--- config.mk ---
export PLATFORM = sky130hd
export DESIGN_NAME = ccle_ram
export DESIGN_NICKNAME = d
export VERILOG_FILES = /design/src/design/content_cache_lru_expiry_macros.svh /design/src/design/ccle_ram.sv
export SDC_FILE = /design/constraint.sdc
export NUM_CORES = 1
export LEC_CHECK = 0
export BUFFER_PORTS_ARGS = -buffer_cell sky130_fd_sc_hd__buf_2
export CAP_MARGIN = 40
export CORE_ASPECT_RATIO = 2
export CORE_MARGIN = 5
export CORE_UTILIZATION = 50
export DETAILED_ROUTE_END_ITERATION = 8
export GPL_TIMING_DRIVEN = 0
export PLACE_DENSITY_LB_ADDON = 0.08
export SYNTH_ARGS = -nofsm -noshare
export SYNTH_HDL_FRONTEND = slang
export SYNTH_SLANG_ARGS = --single-unit
export TNS_END_PERCENT = 1
--- constraint.sdc ---
create_clock -name clk -period 2.4 [get_ports clk]
set_input_delay 0.12 -clock clk [delete_from_list [all_inputs] [get_ports clk]]
set_output_delay 0.12 -clock clk [all_outputs]
set_load 0.1 [all_outputs]
--- src/design/content_cache_lru_expiry_macros.svh ---
// assertion macros for the content cache
`ifndef CONTENT_CACHE_LRU_EXPIRY_MACROS_SVH
`define CONTENT_CACHE_LRU_EXPIRY_MACROS_SVH
`ifndef SYNTH
`define CCLE_ASSERT_NOW(label, clk, rst_n, ante, cons, msg) \
	label: assert property (@(posedge clk) disable iff (!rst_n) (ante) |-> (cons)) \
	else $error(msg);
`define CCLE_ASSERT_NEXT(label, clk, rst_n, ante, cons, msg) \
	label: assert property (@(posedge clk) disable iff (!rst_n) (ante) |=> (cons)) \
	else $error(msg);
`else
`define CCLE_ASSERT_NOW(label, clk, rst_n, ante, cons, msg)
`define CCLE_ASSERT_NEXT(label, clk, rst_n, ante, cons, msg)
`endif
`endif

--- src/design/ccle_ram.sv ---
// generic simple dual-port ram with registered read
`default_nettype none
module ccle_ram #(
	parameter int WIDTH = 8,
	parameter int DEPTH = 64
) (
	input  wire logic                     clk,
	input  wire logic                     we,
	input  wire logic [$clog2(DEPTH)-1:0] waddr,
	input  wire logic [WIDTH-1:0]         wdata,
	input  wire logic                     re,
	input  wire logic [$clog2(DEPTH)-1:0] raddr,
	output logic      [WIDTH-1:0]         rdata
);
	logic [WIDTH-1:0] mem [DEPTH];

	always_ff @(posedge clk) begin
		if (we) begin
			mem[waddr] <= wdata;
		end
		if (re) begin
			rdata <= mem[raddr];
		end
	end
endmodule
`default_nettype wire

* After elaboration in Yosys (flattened, before gate mapping)
Memory sizes are Yosys's and may differ from the RTL's. A register that Yosys moved wholly into a read port is not among the register bits.
Cells that the tools add are included.
** Word-level totals
- Flip-flop bits (word level) :: 0
- RAM bits :: 512
- Input bits :: 23
- Output and inout port bits :: 8
- Logic and storage cells :: 3
- Memories :: 1
** Operators by class
- Muxes and demuxes :: 2
** Memory list
- mem :: words 64, width 8, read ports 1, clocked after memory_dff 1, write ports 1, line ccle_ram.sv:15 : logic [WIDTH-1:0] mem [DEPTH];
** Operator list (count)
- 1-bit two-way mux :: 2

* Longest topological paths before layout
- Depth in word-level cells :: 2
- Mapped depth :: 9
- Gate-level depth less buffers :: 5

* Worst setup path before layout
Ideal clock, no wire load.
- Path kind :: input to register
- Start :: input port raddr[1]
- End :: register rdata[3] (read register of mem) (data pin)
- Setup time :: 266 ps
- Arrival time :: 1660 ps
- Required time :: 2134 ps
- Path slack :: 474 ps
- Cell stages on the path :: 7
- Buffers on the path :: 3
- Cells stage by stage :: buf_4 -> buf_2 -> buf_2 -> mux4_2 -> mux4_2 -> o21ai_1 -> o41ai_1
** RTL lines
- from (decl) :: line ccle_ram.sv:12 : input wire logic [$clog2(DEPTH)-1:0] raddr,
- to (decl) :: line ccle_ram.sv:13 : output logic [WIDTH-1:0] rdata

==> metrics.csv <==
metric,value,unit
outcome,finished clean,
beginning of the critical path,mem[0][5]$_DFFE_PP_,
DRC,0,
I/O pins,31,
DP HPWL,35800,um
"Setup Fix Bufs, Post-CTS",0,
first-pass GRT wire length,73400,um
most frequent cell after synthesis,edfxtp_1,
share of cells above drive strength 1,26.5,%
hold_sp,wdata[2],
setup TNS,0,ps
Inserted Clock Buffers,43,
"flops & latches, synth",520,
clock latency on the worst-skew pair,550,ps
nets,1068,
Max VDD drop,0.591,mV
synth unique cells,39,
Final min period,2330,ps
CP peak stage delay,770,ps
root buffer cell,clkbuf_16,
Tcrit/Tclk final,97.3,%
core area,0.0402,mm2
Detail Route Antenna Nets,0,
Hold Path Class,input port to flop,
fin util,56.5,%
routed vias/inst,6.09,
Synthesis Warnings,0,
fmax,428,MHz
RSZ-0062 raised after global routing,false,
critical path endpoint category,flop,
max cap viols,0,
post-route cell area,0.0227,mm2
PwrDens,786,mW/mm2
Starting Density,50.4,%
"Arr. time, crit path",2580,ps
Post-DP Area,0.0214,mm2
IO buf count,22,
grt total ovfl,0,
Tightest Pin Transition,901,ps
P_leak,7.10,nW
Mean Syn Cell Area,21.5,um2
Die Y,295,um
final setup fails,0,
Mapped Nets,963,
"Cell Area, Synth",0.0202,mm2
"Worst Path Class, Setup",flop to flop,
Synth top area share,77.1,%
Synth area leader,edfxtp_1,
final hold violation count,0,
Tot GR Track Use,23.0,%
WP data required,2650,ps
Post-synth EDFFs,520,
Synth Flop Type,edfxtp_1,
worst path cell trace,"mux4_2, nor2b_1, a2111oi_0, o41ai_1",
DRT iter0 DRCs,892,
Area Growth Syn to Fin,12.3,%
"Reg clk slew, reported paths",70,ps
critical path's top delay family,compound AO/OA/AOI/OAI gates,
initial antenna violation count,1,
routed vias,9741,
Synth area leaders,"edfxtp_1, mux4_2, nor2_1",
WL/cell,31.7,um
Reg2Reg Launch Point,mem[0][5]$_DFFE_PP_,
Syn Inst Count,940,
via count of the first global-routing pass,10400,
final hold slack,1.59,ps
"Slew Viols, Final",0,
FP Rows,104,
CTS tree,yes,
pin count of the biggest net entering global routing,52,
DRT Wirelength,50700,um
Die W,152,um
CP max FO,1,
slowest CP cell,a2111oi_0,
"Seq/Total Area, Yosys",77.1,%
Async SR Flop Fraction,0,%
skew final,17.1,ps
max_slew headroom,39.7,%
CTS H-tree lvls,2,
Die ar.,0.0449,mm2
Post-synth top cells,"edfxtp_1, mux4_2, nor2_1",
Sink Count,520,
Clock Path Buffers,3,
nature of the critical path startpoint,flop,
first-pass iteration count of the detailed router,6,
routability cong.,0.897,
Buffers & Inverters on Critical Path,0,
cell usage in the layout (no fill, tap or decap), drive strengths merged, types with 8 or more instances in the layout:
cell type / synthesis / layout
nor2: 83 / 83
buf: 34 / 93
clkbuf: 17 / 69
clkinv: 0 / 14
edfxtp: 520 / 520
nor2b: 14 / 14
o221ai: 8 / 8
mux4: 126 / 126
nand2: 19 / 19
mux2: 13 / 13
mux2i: 23 / 23
nand3: 13 / 13
o22ai: 8 / 8
what timing repair did:
action | in CTS | in global routing
endpoints found under the setup margin | 1 | 2
endpoints found under the hold margin | 21 | 0
resized for setup | 2 | 0
hold buffers | 2 | 0
report_power, final:
group          internal [mW]  switching, mW  leakage (nW)
clock                   3.61           3.04         0.628
sequential              10.1         0.0149          4.69
combinational          0.391          0.756          1.79
total                   14.1           3.81          7.10
cells by family after synthesis:
| group | Yosys count | synth area share (%) |
|---|---|---|
| buffers and inverters | 51 | 1.56 |
| DFF | 520 | 77.1 |
| AOI/OAI and AO/OA | 54 | 2.06 |
| and+or+nand+nor | 153 | 3.37 |
| muxes | 162 | 15.9 |
final cells by class:
type                    instances  area, um2
flip-flops and latches        520      15600
clock buffers                  53       1160
repair buffers                 61        542
plain buffers                  50        315
multi-input cells             369       4320
diodes                          1       2.50
fillers                      3003      17500
clock inverters                16        120
well taps                     530        663
state kept, by name, indices dropped and copies added (netlist names):
signal and cells:
mem 512, rdata 8
layer usage:
layer / global-route usage [%] / vias up / wire length [um]
met4: 10.8 / 0 / 2770
met5: 0 / - / 0
met1: 25.7 / 5138 / 17200
met2: 43.0 / 367 / 28000
li1: - / 4128 / -
met3: 3.38 / 108 / 2700
through the flow:
stage               instances  setup WS [ps]  power, mW
finish                   1600           65.2       17.9
global route             1599           43.0       18.4
CTS                      1600           56.2       18.0
detailed placement       1529           -575       11.4
global placement         1492           -636       11.4
floorplan                 940            474       10.9
worst register-to-register path: stages, from the launching register on:
cell and delay, ps:
edfxtp_1 370, mux4_2 470, nor2b_1 160, a2111oi_0 770, o41ai_1 260
path summary, 6_finish.rpt:
kind	end	slack (ps)	cells past startpoint
max reg2reg	rdata[5]$_DFFE_PP_	70	4
min reg2reg	rdata[7]$_DFFE_PP_	1010	4
min	mem[29][2]$_DFFE_PP_	2	1
max	rdata[5]$_DFFE_PP_	70	4
No activity file was read; power rests on OpenSTA's default activity.
